**src/lwd_pkg.sv**
```systemverilog
// Shared types and constants for the LZSS window decoder.
package lwd_pkg;

    // Default geometry of the history window and the length field
    localparam int WINDOW_BITS_DEF = 13;
    localparam int LENGTH_BITS_DEF = 3;

    // Queue depths between the parts of the decoder
    localparam int CMDQ_DEPTH = 4;
    localparam int OUTQ_DEPTH = 4;

    // Control bits carried by one flag byte, shortest copy run
    localparam logic [3:0] CTRL_BITS = 4'd8;
    localparam int         MIN_MATCH = 3;

    // Input word: one compressed byte
    typedef struct packed {
        logic [7:0] in_byte;
        logic       stream_last;
    } t_in;

    // Output word: one decompressed byte
    typedef struct packed {
        logic [7:0] out_byte;
        logic       run_last;
    } t_out;

    // Parser phase of the front end
    typedef enum logic [1:0] {
        PH_FLAG  = 2'd0,
        PH_TOKEN = 2'd1,
        PH_HIGH  = 2'd2
    } t_phase;

    // Command kinds passed from front to back
    typedef enum logic [1:0] {
        CMD_NOP  = 2'd0,
        CMD_LIT  = 2'd1,
        CMD_COPY = 2'd2
    } t_cmd_kind;

    // One command: literal byte in the low half, or the raw 16-bit reference
    typedef struct packed {
        t_cmd_kind   kind;
        logic [15:0] ref_word;
        logic        last;
    } t_cmd;

    // Back end sequencer states
    typedef enum logic [1:0] {
        BS_CLEAR = 2'd0,
        BS_IDLE  = 2'd1,
        BS_COPY  = 2'd2
    } t_bstate;

endpackage

```
**src/lwd_front.sv**
```systemverilog
// Front end: parses flag, literal and reference bytes into commands.
module lwd_front (
    input  logic          i_clk,
    input  logic          i_rst_n,
    input  logic          i_accept,
    input  lwd_pkg::t_in  i_data,
    output logic          o_cmd_valid,
    output lwd_pkg::t_cmd o_cmd
);
    import lwd_pkg::*;

    t_phase     r_phase, n_phase;
    logic [7:0] r_ctrl, n_ctrl;
    logic [3:0] r_bits, n_bits;
    logic [7:0] r_ref_low, n_ref_low;

    // Classify the accepted word and update the parser state
    always_comb begin
        n_phase     = r_phase;
        n_ctrl      = r_ctrl;
        n_bits      = r_bits;
        n_ref_low   = r_ref_low;
        o_cmd_valid = 1'b0;
        o_cmd.kind     = CMD_NOP;
        o_cmd.ref_word = {8'h00, i_data.in_byte};
        o_cmd.last     = i_data.stream_last;
        if (i_accept) begin
            unique case (r_phase)
                PH_TOKEN: begin
                    if (r_ctrl[0]) begin
                        o_cmd_valid = 1'b1;
                        o_cmd.kind  = CMD_LIT;
                        n_ctrl      = r_ctrl >> 1;
                        n_bits      = (r_bits != 4'd0) ? r_bits - 4'd1 : 4'd0;
                        n_phase     = (n_bits == 4'd0) ? PH_FLAG : PH_TOKEN;
                    end else begin
                        n_ref_low = i_data.in_byte;
                        n_phase   = PH_HIGH;
                    end
                end
                PH_HIGH: begin
                    o_cmd_valid    = 1'b1;
                    o_cmd.kind     = CMD_COPY;
                    o_cmd.ref_word = {i_data.in_byte, r_ref_low};
                    n_ctrl         = r_ctrl >> 1;
                    n_bits         = (r_bits != 4'd0) ? r_bits - 4'd1 : 4'd0;
                    n_phase        = (n_bits == 4'd0) ? PH_FLAG : PH_TOKEN;
                end
                default: begin
                    n_ctrl  = i_data.in_byte;
                    n_bits  = CTRL_BITS;
                    n_phase = PH_TOKEN;
                end
            endcase
            // End of stream: restart the parser, tell the back end to rewind
            if (i_data.stream_last) begin
                o_cmd_valid = 1'b1;
                n_phase     = PH_FLAG;
                n_ctrl      = '0;
                n_bits      = '0;
                n_ref_low   = '0;
            end
        end
    end

    always_ff @(posedge i_clk) begin
        if (!i_rst_n) begin
            r_phase   <= PH_FLAG;
            r_ctrl    <= '0;
            r_bits    <= '0;
            r_ref_low <= '0;
        end else begin
            r_phase   <= n_phase;
            r_ctrl    <= n_ctrl;
            r_bits    <= n_bits;
            r_ref_low <= n_ref_low;
        end
    end

endmodule

```
**config.mk**
```make
export PLATFORM = sky130hd
export DESIGN_NAME = lwd_front
export DESIGN_NICKNAME = d
export VERILOG_FILES = /design/src/lwd_pkg.sv /design/src/lwd_front.sv
export SDC_FILE = /design/constraint.sdc
export NUM_CORES = 1
export LEC_CHECK = 0
export ABC_AREA = 1
export ABC_CLOCK_PERIOD_IN_PS = 1800
export BUFFER_PORTS_ARGS = -buffer_cell sky130_fd_sc_hd__buf_2
export CAP_MARGIN = 10
export CORE_ASPECT_RATIO = 1.75
export CORE_MARGIN = 2
export CORE_UTILIZATION = 30
export CTS_CLUSTER_DIAMETER = 40
export DETAILED_ROUTE_END_ITERATION = 10
export GPL_TIMING_DRIVEN = 0
export PLACE_DENSITY = 0.49
export SLEW_MARGIN = 20
export SYNTH_ARGS = -nofsm -noshare
export SYNTH_HDL_FRONTEND = slang
export SYNTH_SLANG_ARGS = --single-unit
```
**constraint.sdc**
```tcl
create_clock -name i_clk -period 1.8 [get_ports i_clk]
set_input_delay 0.54 -clock i_clk [delete_from_list [all_inputs] [get_ports i_clk]]
set_output_delay 0.54 -clock i_clk [all_outputs]
set_load 0.05 [all_outputs]
```
## Word level (Yosys, flattened, before mapping)

Cells that the tools add are included.

| cells by class | value |
|---|---|
| mux-type cells | 22 |
| add/sub/neg operators | 1 |
| eq/ne operators | 4 |
| reductions and logical operators | 5 |

Operators by type and width:

| operator | count |
|---|---|
| 8-bit two-way mux | 5 |
| 18-bit two-way mux | 1 |
| 16-bit two-way mux | 1 |
| 8-bit case mux with 2 select lines | 1 |
| 4-bit two-way mux | 3 |
| 2-bit case mux with 2 select lines | 2 |
| 4-bit case mux with 2 select lines | 1 |
| 1-bit two-way mux | 5 |
| 4-bit logical NOT | 1 |
| 2-bit two-way mux | 2 |
| 4-bit nonzero test | 1 |
| 4-bit by 1-bit subtractor with 4-bit output (second input constant) | 1 |
| 3-bit != test (second input constant) | 1 |
| 3-bit AND reduction | 1 |
| 2-bit by 1-bit == test with 1-bit output (second input constant) | 1 |
| 2-bit == test (second input constant) | 1 |
| 2-bit != test (second input constant) | 1 |
| 1-bit case mux with 2 select lines | 1 |
| 2-bit AND reduction | 1 |
| 2-bit nonzero test | 1 |

| storage, ports and cells | value |
|---|---|
| bits in registers | 22 |
| output and inout port bits | 20 |

## Longest topological paths before layout

| logic depth | value |
|---|---|
| word-level depth | 7 |
| gate-level depth with buffers | 8 |
| depth with buffers taken out | 8 |

## Worst setup path before layout

OpenSTA, ideal clock, no wires.

| timing path | value |
|---|---|
| kind | reg-to-output |
| start | register r_phase[0] |
| end | output port o_cmd[1] in the netlist's numbering |
| required time | 1.260 ns |
| path buffers | 1 |
| slack | -1.035 ns |
| stages on the path, launching flop included | 7 |
| arrival time | 2.295 ns |
| cell sequence | dfxtp_1 > inv_1 > ha_1 > nand2_2 > clkinv_1 > buf_2 > o21ai_0 |

RTL lines:

| element | line | RTL |
|---|---|---|
| start, declared | lwd_front.sv:12 | `t_phase r_phase, n_phase;` |
| start signal, assigned | lwd_front.sv:73 | `r_phase <= n_phase;` |
| end, declared | lwd_front.sv:8 | `output lwd_pkg::t_cmd o_cmd` |

==> key figures <==
Status
  • Status: complete, but fails checks
  • Failing checks: setup timing

Timing
  • Fmax: 0.514 GHz
  • Tmin final: ~2 ns
  • Slew @ Worst Pin: a little over 0.6 ns
  • Unrepaired setup endpoints after global routing: yes
  • Post-route setup slack: -0.145 ns
  • Max-slew headroom: 0.595
  • Final setup violation count: 19
  • Slew Viols, Final: 0
  • Endpoints failing hold: 0
  • Worst Skew: 0.00261 ns
  • Period utilization: 1.08

Synth
  • Share of the synthesized area in the top cell type: 0.376
  • Cell variety after synth: 20
  • #FFs+latches synth: 22
  • Post-synthesis sequential area ratio: 0.376
  • Asr flop ratio synth: 0
  • Post-synth EDFFs: 0
  • Yosys Warn Count: 0
  • Main synth FF type: dfxtp_1
  • Synth Cell Area: between 1000 and 1500 sq um
  • Mean Syn Cell Area: between 6 and 7 sq um
  • Commonest cells in the netlist: 69 x nand2_1, 22 x dfxtp_1, 21 x inv_1
  • Largest cells by area after synthesis: dfxtp_1 38%, nand2_1 22%, o21ai_0 7.3%
  • Net Count, Synth: 200
  • Cell count after synthesis: about 190
  • Count leader, synth: nand2_1
  • Cell taking the most area after synthesis: dfxtp_1

Floorplanning
  • Chip height: between 80 and 90 um
  • Total die area: 4440 sq um
  • Die X: 51.2 um
  • IO Count: 32
  • Initial Util: 0.306
  • Std cell rows: 30
  • Core box area: ~3800 sq um

Clocking
  • Clock Sink Count: 22
  • Register clock-pin slew on the reported worst setup and hold paths: 0.08 ns
  • CTS tree: yes
  • CTS Buf Count: 3
  • CTS Root Cell: clkbuf_8
  • H-tree Lvls: 1
  • Worst skew pair latency: 0.26 ns
  • Clock Path Buffers: 2

Worst setup path
  • Setup CP Type: reg2out
  • Crit-path slowest cell: dfxtp_2
  • WP data required: 1.26 ns
  • Crit path launch type: register
  • Crit path arrival time: 1.40 ns
  • CP bufs+invs: 4
  • Crit path capture type: output pin
  • Max incr delay on CP: roughly 0.34 ns
  • CP max FO: 5
  • Cells along the critical path: inv_2, ha_4, nand2_8, clkinv_8, buf_12, o21ai_4, buf_6
  • Cell family with most CP delay: buffers and inverters

Power and ir drop
  • Pwr Total: 0.00108 W
  • VDD IR-drop max: approximately 0.44 mV
  • Leak Pwr: ~0.84 nW
  • Cell Pwr Density: 546 nW/um^2

Global routing
  • Gr ovfl total: 0
  • Vias in the first global route: about 1200
  • First-pass GRT wire length: roughly 5800 um
  • All-layer global routing usage: 0.168
  • Antenna violations before repair: 0
  • Pin count of the biggest net entering global routing: 12

Flow run
  • Max-Cap Viols: 0

Final layout
  • Area grow syn2layout: 68.9%
  • Diode count: 0
  • Final net count: 246
  • Fraction of layout cells with a size suffix above 1: 0.404

Route
  • Routed WL per cell: 12.6 um
  • Post-DRT Antenna Nets: 0
  • WL final: ~3500 um
  • DR iter-0 viols: 23
  • First drt pass iteration count: 4
  • Drc violations: 0
  • Vias: 1315
  • Via density: 4.73

Place
  • Post-DP HPWL: 2520 um
  • Dpl ws: -0.306 ns
  • Port bufs: 30
  • Placer congestion estimate: 0.723

Min path
  • HP Class: reg2reg
[cell families after synthesis]
family                   after synthesis  share of synthesized area
AND/OR/NAND/NOR                       98                      0.349
flip-flops                            22                      0.376
AO/OA/AOI/OAI                         37                      0.161
buffers and inverters                 27                     0.0919
adder cells (fa/ha/maj)                2                     0.0214
[per-stage QoR]
| stage | hold WS, ns | utilization | instances | TNS (ns) | area, sq um |
|---|---|---|---|---|---|
| after floorplan | 0.426 | - | 186 | -0.230 | 1320 |
| after global placement | 0.441 | 0.398 | 264 | -2.68 | 1530 |
| after detailed placement | 0.444 | 0.398 | 264 | -2.82 | 1530 |
| after CTS | 0.458 | 0.485 | 276 | -1.95 | 1860 |
| after global routing | 0.474 | 0.517 | 278 | -2.54 | 1980 |
| final | 0.459 | 0.517 | 278 | -1.62 | 1980 |
[metal layers]
metal  vias up  GRT usage  part of all wire
li1        669          -                 -
met1       619      0.179              0.38
met2        23      0.322              0.58
met3         4     0.0224             0.027
met4         0     0.0670             0.014
met5         -          0                 0
[layout make-up]
class                      count  area, sq um
buffer                         4         36.3
clock buffer                   3         41.3
fill                         374         1850
inverter                      23          103
multi-input combinational    137          888
sequential                    22          445
tap                           48         60.1
timing repair buffer          41          404
[registers in the layout (all words and copies together), names as in the netlist]
| register | count |
|---|---|
| r_bits | 4 |
| r_ctrl | 8 |
| r_phase | 2 |
| r_ref_low | 8 |
[path summary, 6_finish.rpt]
| kind | from | end | slack (ns) | depth (start not counted) |
|---|---|---|---|---|
| worst max-delay path | r_phase[0]$_SDFFE_PN0P_ | o_cmd[1] | -0.14 | 7 |
| worst min-delay path | r_ctrl[5]$_SDFFE_PN0P_ | r_ctrl[5]$_SDFFE_PN0P_ | 0.46 | 2 |
| worst max register to register | r_phase[0]$_SDFFE_PN0P_ | r_ref_low[2]$_SDFFE_PN0P_ | 0.13 | 8 |
| worst min register to register | r_ctrl[5]$_SDFFE_PN0P_ | r_ctrl[5]$_SDFFE_PN0P_ | 0.46 | 2 |
[layout by cell type, fill, tap and decap left out, types with 3 or more instances in the layout]
cell type,n
a21oi_1,15
buf_12,3
buf_2,12
buf_4,9
buf_6,17
clkbuf_8,3
dfxtp_1,20
inv_1,17
inv_2,4
nand2_1,59
nand2_2,7
nand2_4,4
nand3_1,3
nor2_1,7
nor2_4,11
o21ai_0,9
o21ai_1,3
o21ai_4,9
[power by group]
part	internal [W]	switching (W)
Clock	0.000149	0.000155
Sequential	0.000500	0.00000963
Combinational	0.0000962	0.000170
Total	0.000745	0.000335
[timing repair]
item | 4_1_cts | 5_1_grt
hold buffers | 0 | 0
pin swaps | 7 | 1
buffers inserted | 8 | 2
endpoints found under the setup margin | 19 | 23
gates resized for setup | 66 | 24
cloned | 1 | 0
[worst min-delay path: cells and delay by family, from the launching register on]
kind / cells / cell delay [ns]
DFF: 1 / 0.31
and+or+nand+nor: 2 / 0.11
Note: power is estimated with default switching activity, not from simulation.
