$ cat src/lwd_fifo.sv
// Small synchronous queue used between the decoder parts and at the output.
module lwd_fifo #(
    parameter type t_item = logic,
    parameter int  DEPTH  = 4
) (
    input  logic                       i_clk,
    input  logic                       i_rst_n,
    input  logic                       i_push,
    input  t_item                      i_item,
    output logic                       o_full,
    input  logic                       i_pop,
    output t_item                      o_item,
    output logic                       o_empty,
    output logic [$clog2(DEPTH+1)-1:0] o_count
);
    localparam int PW = (DEPTH > 1) ? $clog2(DEPTH) : 1;
    localparam int CW = $clog2(DEPTH + 1);

    t_item           r_mem [DEPTH];
    logic [PW-1:0]   r_wr_ptr, n_wr_ptr;
    logic [PW-1:0]   r_rd_ptr, n_rd_ptr;
    logic [CW-1:0]   r_count, n_count;
    logic            do_push;
    logic            do_pop;

    assign o_full  = (r_count == CW'(DEPTH));
    assign o_empty = (r_count == '0);
    assign o_count = r_count;
    assign o_item  = r_mem[r_rd_ptr];
    assign do_push = i_push && !o_full;
    assign do_pop  = i_pop && !o_empty;

    // Advance pointers and occupancy, wrapping at the depth
    always_comb begin
        n_wr_ptr = r_wr_ptr;
        n_rd_ptr = r_rd_ptr;
        n_count  = r_count;
        if (do_push) begin
            n_wr_ptr = (r_wr_ptr == PW'(DEPTH - 1)) ? '0 : r_wr_ptr + 1'b1;
        end
        if (do_pop) begin
            n_rd_ptr = (r_rd_ptr == PW'(DEPTH - 1)) ? '0 : r_rd_ptr + 1'b1;
        end
        if (do_push && !do_pop) begin
            n_count = r_count + 1'b1;
        end else if (do_pop && !do_push) begin
            n_count = r_count - 1'b1;
        end
    end

    always_ff @(posedge i_clk) begin
        if (!i_rst_n) begin
            r_wr_ptr <= '0;
            r_rd_ptr <= '0;
            r_count  <= '0;
        end else begin
            r_wr_ptr <= n_wr_ptr;
            r_rd_ptr <= n_rd_ptr;
            r_count  <= n_count;
        end
    end

    // Store the pushed word
    always_ff @(posedge i_clk) begin
        if (do_push) begin
            r_mem[r_wr_ptr] <= i_item;
        end
    end

endmodule

$ cat config.mk
export PLATFORM = sky130hd
export DESIGN_NAME = lwd_fifo
export DESIGN_NICKNAME = d
export VERILOG_FILES = /design/src/lwd_fifo.sv
export SDC_FILE = /design/constraint.sdc
export NUM_CORES = 1
export LEC_CHECK = 0
export CAP_MARGIN = 20
export CORE_MARGIN = 1
export CORE_UTILIZATION = 35
export CTS_BUF_LIST = sky130_fd_sc_hd__clkbuf_16
export DETAILED_ROUTE_END_ITERATION = 10
export DONT_BUFFER_PORTS = 1
export SETUP_SLACK_MARGIN = 0.05
export SKIP_LAST_GASP = 1
export SLEW_MARGIN = 20
export SYNTH_ARGS = -nofsm -noshare
export SYNTH_HDL_FRONTEND = slang
export SYNTH_SLANG_ARGS = --single-unit
$ cat constraint.sdc
create_clock -name i_clk -period 2.45 [get_ports i_clk]
set_input_delay 0.245 -clock i_clk [delete_from_list [all_inputs] [get_ports i_clk]]
set_output_delay 0.245 -clock i_clk [all_outputs]
set_load 0.005 [all_outputs]
# ---- After elaboration in Yosys (flattened, before gate mapping)
# Memory sizes are Yosys's and may differ from the RTL's. A register that Yosys moved wholly into a read port is not among the register bits.
# Index checks and enable logic that the tools add are counted.
dict set report op_classes {
  add_sub_neg 4
  eq_ne 3
  n_mux 8
  reduce_logical 10
}
# op count
set ops {}
lappend ops {{2-bit 2-to-1 mux} 4}
lappend ops {{3-bit 2-to-1 mux} 2}
lappend ops {{2-bit by 1-bit adder with 2-bit output (second input constant)} 2}
lappend ops {{2-bit == test (second input constant)} 2}
lappend ops {{1-bit logical AND} 4}
lappend ops {{1-bit zero test} 4}
lappend ops {{3-bit by 1-bit adder with 3-bit output (second input constant)} 1}
lappend ops {{3-bit == test (second input constant)} 1}
lappend ops {{3-bit zero test} 1}
lappend ops {{3-bit by 1-bit subtractor with 3-bit output (second input constant)} 1}
lappend ops {{1-bit 2-to-1 mux} 2}
lappend ops {{2-bit nonzero test} 1}
dict set report word_totals {
  regBits 7
  mem_bits_rw 4
  in_bits 5
  wordCells 29
  mem_count 1
}
# memory words width read_ports rd_ports_with_merged_regs wr line_no
set memory_table {}
lappend memory_table {r_mem 4 1 1 1 1 19} ;# t_item r_mem [DEPTH];

# ---- Depth between registers and ports, before layout
# Gate-level depths: netlist (run 1).
dict set report depth {
  depth_word 7
  mapped_depth 9
}

# ---- Least setup slack after synthesis (run 1)
# No wires, ideal clock.
dict set report synth_path {
  kind {reg2reg}
  startpoint {register r_count[0] (netlist: o_count[0])}
  endpoint {register r_count[2] (netlist: o_count[2])}
  setup_time_ns 0.070
  t_arrival_ns 1.973
  required_ns 2.380
  setup_slack_ns 0.407
  path_stages_with_launch 10
  path_cell_list {dfxtp_1 > nor3b_2 > nor2b_1 > buf_2 > ha_1 > inv_1 > fa_1 > xor2_1 > or3_1 > a21boi_1}
}
dict set report synth_via {
  elab_chain_cells 6
  elab_cells_between_ends 15
}
# item line_no
set synth_rtl {}
lappend synth_rtl {{from (decl)} 22} ;# logic [CW-1:0] r_count, n_count;
lappend synth_rtl {{from (signal assigned)} 59} ;# r_count <= n_count;
lappend synth_rtl {{3-bit == test *} 26} ;# assign o_full = (r_count == CW'(DEPTH));
lappend synth_rtl {{named net o_full} 10} ;# output logic o_full,
lappend synth_rtl {{1-bit zero test *} 30} ;# assign do_push = i_push && !o_full;
lappend synth_rtl {{1-bit logical AND *} 30}
lappend synth_rtl {{named net do_push} 23} ;# logic do_push;
lappend synth_rtl {{1-bit zero test} 46} ;# end else if (do_pop && !do_push) begin
lappend synth_rtl {{1-bit logical AND} 46}
lappend synth_rtl {{2-bit nonzero test (no source line)} n/a}
# Mark *: on every way through the listed nets, which the timed path passes. The rest lies on a longest branch. The select of a mux whose other input is x is not followed.
# A chain may end at the register's enable or synchronous reset.

# ---- Worst setup path after layout (run 1)
dict set report layout_path {
  startpoint {register r_count[0] (netlist: o_count[0])}
  endpoint {register r_count[2] (netlist: o_count[2])}
}
dict set report layout_via {
  elab_chain_cells 6
  elab_cells_between_ends 15
}
# item
set layout_rtl {}
lappend layout_rtl {{branches (longest 6 deep; another with 3-bit by 1-bit subtractor with 3-bit output)}}
# Several ways; the timed one is not identified. The select of a mux whose other input is x is not followed.

==> impl_metrics.py, run 1 <==
metrics = {
    "floorplanning": {
        "core_area_um2": 1590,
        "rows": 14,
        "ios": 11,
        "initial_core_util": 0.394,
        "fp.dieArea_um2": 1970,
        "dieWidth_um": 44.4,
        "dieHeight_um": 44.4,
    },
    "clock_network": {
        "clk_path_buf_depth": 2,
        "ctsResizeCount": 0,
        "cts_buffers": 3,
        "postCtsSetupBuffers": 0,
        "clk_pin_slew_worst_paths_ns": 0.04,
        "insertion_delay_ns": 0.24,
        "root_buffer": "clkbuf_16",
        "cts_hold_buf": 0,
        "h-tree-depth": 1,
        "tritoncts": "yes",
        "clock_sinks": 13,
    },
    "routing": {
        "post_drt_wl_per_cell_um": 10.0,
        "drt-initial-drc-count": 3,
        "totalWireLength_um": 834,
        "ant_nets": 0,
        "via_per_inst": 4.45,
        "vias": 369,
        "dr.pass1.iters": 2,
        "drc_errors": 0,
    },
    "global_route": {
        "grt_max_degree": 12,
        "grt_usage": 0.112,
        "grt_pass1_vias": 368,
        "overflow": 0,
        "antenna_found_initial": 0,
        "grt_pass1_wl_um": 1510,
    },
    "timing": {
        "finalCritPeriodShare": 0.879,
        "setup_tns_ns": 0,
        "worst_slack_ns": 0.297,
        "fmax_mhz": 464,
        "min_period_ns": 2.15,
        "slew_viol_final": 0,
        "fin_skew_ns": 0.00115,
        "worst_pin_slew_ns": 0.355,
        "worst_hold_slack_ns": 0.104,
        "hold_viol": 0,
        "setup_viol": 0,
        "slew_headroom": 0.762,
        "rsz0062_at_grt": "no",
    },
    "critical_path": {
        "critPathMaxFanout": 6,
        "startpoint_type": "flop",
        "cp.arrival_ns": 2.32,
        "r2r_start": "o_count[0]$_SDFFE_PN0P_",
        "worstPathRequired_ns": 2.62,
        "crit_path_end_kind": "flop",
        "crit_path_start": "o_count[0]$_SDFFE_PN0P_",
        "crit_type": "reg2reg",
    },
    "place": {
        "place_ws_ns": 0.306,
        "portBuffers": 0,
        "gp_congestion": 0.710,
        "dpl.hpwl_um": 629,
    },
    "power": {
        "power.density_nw_per_um2": 1120,
        "ir_drop_v": 0.000436,
        "p_leak_nw": 0.302,
    },
    "synthesis": {
        "synthCells": 56,
        "ys_seq_area_frac": 0.478,
        "syn_area_um2": 628,
        "ys_types": 22,
        "ys_warn_count": 0,
        "ys_ff_latch": 13,
        "synth_nets": 68,
        "synth_top_cell_by_area": "dfxtp_1",
        "synth.top_cells.by_area": "dfxtp_1 29%, edfxtp_1 19%, ha_1 12%",
        "synth_top_cell_area_share": 0.287,
        "syn-mean-instance-area_um2": 11.2,
    },
    "layout": {
        "syn2layout_area_growth_pct": 17.1,
        "num_antenna_cells": 0,
        "final_util": 0.462,
        "drive_gt1_frac": 0.119,
        "fin_nets": 72,
    },
    "status": {
        "outcome": "complete, no violations",
    },
    "worst_hold_path": {
        "hold_start": "i_item",
        "min_path_type": "in2reg",
    },
    "flow_run": {
        "cap_violations": 0,
    },
}
==> routing by layer <==
layer | track usage | routed length [um] | vias up
met2 | 0.171 | 414 | 4
li1 | - | - | 193
met4 | 0.0909 | 12 | 0
met1 | 0.126 | 387 | 170
met5 | 0 | 0 | -
met3 | 0.0367 | 20 | 2
==> layout by cell type (no fill, tap or decap), drive strengths merged <==
master	n
dfxtp	9
nand2	6
ha	6
and2	5
inv	4
edfxtp	4
mux2i	3
o21ai	3
clkbuf	3
nor2b	2
nor2	2
nand3	2
nor3b	1
nor3	1
o31ai	1
mux4	1
xor2	1
or3	1
a21boi	1
xnor2	1
fa	1
buf	1
==> cells by family (layout without fill, tap and decap cells) <==
family | count (synthesis) | after routing | share of synthesized area
and+or+nand+nor | 20 | 20 | 0.171
DFF | 13 | 13 | 0.478
adders and majority gates | 7 | 7 | 0.151
AOI/OAI and AO/OA | 5 | 5 | 0.0558
buffers and inverters | 5 | 8 | 0.0319
muxes | 4 | 4 | 0.0837
xor gates and xnor gates | 2 | 2 | 0.0279
==> Yosys cell counts <==
cell	instances
dfxtp_1	9
ha_1	6
nand2_1	6
and2_1	5
edfxtp_1	4
inv_1	3
mux2i_1	3
o21ai_0	3
nand3_1	2
nor2_1	2
nor2b_1	2
a21boi_1	1
buf_2	1
clkbuf_1	1
fa_1	1
mux4_2	1
nor3_1	1
nor3b_2	1
o31ai_2	1
or3_1	1
xnor2_1	1
xor2_1	1
==> critical path: stages (launching register included) <==
cell and delay, ns:
dfxtp_1 0.39, o31ai_2 0.41, ha_1 0.26, inv_1 0.06, fa_1 0.37, xor2_1 0.16
or3_1 0.30, a21boi_1 0.13
==> through the flow <==
step | area, um2 | total power [mW] | instances
after global placement | 657 | 0.537 | 79
after detailed placement | 657 | 0.537 | 79
final | 736 | 0.826 | 83
after global routing | 736 | 0.895 | 83
after floorplan | 628 | 0.500 | 56
after CTS | 736 | 0.844 | 83
==> where the power goes <==
group	total, mW	internal (mW)	switching [mW]
logic	0.199	0.107	0.0921
clock network	0.296	0.214	0.0819
registers	0.331	0.275	0.0554
==> area by class of cell <==
class / count / area, um2
inverters: 3 / 11.3
well taps: 24 / 30.0
clock inverters: 1 / 3.75
fillers: 151 / 858
clock buffers: 3 / 75.1
flip-flops and latches: 13 / 300
repair buffers: 1 / 7.51
multi-input cells: 38 / 308
==> path summary, 6_finish.rpt <==
kind	slack, ns	cells past startpoint	endpoint
worst max register to register	0.30	7	o_count[2]$_SDFFE_PN0P_
worst min register to register	0.50	2	r_wr_ptr[1]$_SDFFE_PN0P_
worst min-delay path	0.10	0	r_mem[2]$_DFFE_PP_
worst max-delay path	0.30	7	o_count[2]$_SDFFE_PN0P_
No activity file was read; power rests on OpenSTA's default activity.
==> run 2, diff against run 1 <==
- PLACE_DENSITY_LB_ADDON: default -> 0.12
- SKIP_CTS_REPAIR_TIMING: default -> 1
==> run 2 against run 1 <==
Worst setup slack got worse by 0.014 ns. Highest routed layer unchanged. Global-route usage grew 0.57 points. Total power increased by 0.86%. Critical endpoint unchanged. Critical path type unchanged.
==> impl_metrics.py, run 2 (synthesis results as in run 1) <==
metrics = {
    "status": {
        "outcome": "complete, no violations",
    },
    "layout": {
        "regArea_um2": 300,
        "fill_cells": 154,
        "layout_common_cells": "9 x dfxtp_1, 6 x nand2_1, 6 x ha_1",
        "final_common_cell": "dfxtp_1",
        "final-instance-count-excl-fill": 83,
        "fin_nets": 72,
        "drive_gt1_frac": 0.119,
        "num_antenna_cells": 0,
        "syn2layout_area_growth_pct": 17.1,
        "final_util": 0.462,
        "multi_input_area_um2": 308,
    },
    "timing": {
        "worst_pin_slew_ns": 0.378,
        "rsz0062_at_grt": "no",
        "finalCritPeriodShare": 0.885,
        "slew_headroom": 0.747,
        "fmax_mhz": 461,
        "hold_viol": 0,
        "setup_tns_ns": 0,
        "min_period_ns": 2.17,
        "slew_viol_final": 0,
        "fin_skew_ns": 0.000591,
        "setup_viol": 0,
    },
    "global_route": {
        "antenna_found_initial": 0,
        "grt_max_degree": 12,
        "grt_pass1_wl_um": 1590,
        "overflow": 0,
        "grt_pass1_vias": 364,
        "grt_usage": 0.117,
    },
    "routing": {
        "wl_met3_um": 28,
        "totalWireLength_um": 939,
        "vias": 376,
        "ant_nets": 0,
        "met1Wirelength_um": 440,
        "dr.max_layer_used": "met4",
        "drt-initial-drc-count": 4,
        "drc_errors": 0,
        "via_per_inst": 4.53,
        "dr.pass1.iters": 2,
        "wl_met2_um": 459,
        "post_drt_wl_per_cell_um": 11.3,
    },
    "worst_hold_path": {
        "whs_path_depth": 0,
        "min_path_type": "in2reg",
    },
    "place": {
        "dpl.hpwl_um": 701,
        "dp.cells": 79,
        "gp_congestion": 0.758,
        "portBuffers": 0,
    },
    "floorplanning": {
        "dieHeight_um": 44.4,
        "dieWidth_um": 44.4,
        "initial_core_util": 0.394,
        "ios": 11,
        "rows": 14,
        "core_area_um2": 1590,
        "fp.dieArea_um2": 1970,
    },
    "power": {
        "power.density_nw_per_um2": 1130,
        "p_int_uw": 598,
        "pwr-share-clk": 0.355,
        "swShare": 0.282,
        "p_leak_nw": 0.302,
        "comb_power_share": 0.246,
        "ir_drop_v": 0.000640,
        "sequentialPowerShare": 0.400,
        "power.switching_uw": 235,
    },
    "clock_network": {
        "tritoncts": "yes",
        "h-tree-depth": 1,
        "clk_pin_slew_worst_paths_ns": 0.04,
        "root_buffer": "clkbuf_16",
        "cts_buffers": 3,
        "insertion_delay_ns": 0.24,
        "clock_sinks": 13,
        "clk_path_buf_depth": 2,
    },
    "critical_path": {
        "startpoint_type": "flop",
        "crit_path_max_incr_delay_ns": 0.43,
        "slowest_stage": "o31ai_2",
        "cp.arrival_ns": 2.34,
        "cp_cell_sequence": "o31ai_2 > ha_1 > inv_1 > fa_1 > xor2_1 > or3_1 > a21boi_1",
        "crit_path_end_kind": "flop",
        "worstPathRequired_ns": 2.62,
        "critPathMaxFanout": 6,
        "crit_type": "reg2reg",
        "reg2reg_depth": 7,
    },
    "flow_run": {
        "cap_violations": 0,
    },
}
-- run 2: cell counts in the layout (fill, tap and decap cells not counted) --
No cell type changed its count.
-- run 2: area by class of cell --
cell class / instances / share of cell area
timing repair buffer: 1 / 0.0102
tap: 24 / 0.0408
clock inverter: 1 / 0.00510
inverter: 3 / 0.0153
multi-input combinational: 38 / 0.418
clock buffer: 3 / 0.102
sequential: 13 / 0.408
-- run 2: worst paths after layout --
path | from | slack, ns | end
min | i_item | 0.10 | r_mem[1]$_DFFE_PP_
max reg2reg | o_count[0]$_SDFFE_PN0P_ | 0.28 | o_count[2]$_SDFFE_PN0P_
min reg2reg | r_wr_ptr[1]$_SDFFE_PN0P_ | 0.50 | r_wr_ptr[1]$_SDFFE_PN0P_
max | o_count[0]$_SDFFE_PN0P_ | 0.28 | o_count[2]$_SDFFE_PN0P_
-- run 2: routing by layer --
metal / global-route usage / up-vias
li1: - / 193
met4: 0.0727 / 0
met2: 0.176 / 5
met5: 0 / -
met1: 0.138 / 176
met3: 0.0490 / 2
-- run 2: worst max-delay path: cells and delay by family (launching register included) --
| family | cells | cell delay [ns] |
|---|---|---|
| buffers and inverters | 1 | 0.06 |
| AND/OR/NAND/NOR | 1 | 0.30 |
| XOR/XNOR | 1 | 0.15 |
| adder cells (fa/ha/maj) | 2 | 0.63 |
| flip-flops | 1 | 0.39 |
| AO/OA/AOI/OAI | 2 | 0.57 |
-- run 2: through the flow --
stage / total power [mW] / hold WS [ns] / cell area [um2] / setup slack [ns]
floorplan: 0.500 / 0.344 / 628 / 0.407
detailed placement: 0.542 / 0.344 / 657 / 0.288
finish: 0.833 / 0.104 / 736 / 0.282
global placement: 0.539 / 0.344 / 657 / 0.329
global route: 0.891 / 0.0943 / 736 / 0.139
CTS: 0.845 / 0.0992 / 736 / 0.271
-- run 2: power groups by stage --
stage	Combinational (mW)	Clock [mW]	Sequential, mW
after detailed placement	0.203	0	0.339
after floorplan	0.174	0	0.325
after global placement	0.202	0	0.337
after global routing	0.239	0.313	0.339
after CTS	0.208	0.302	0.335
final	0.205	0.295	0.333
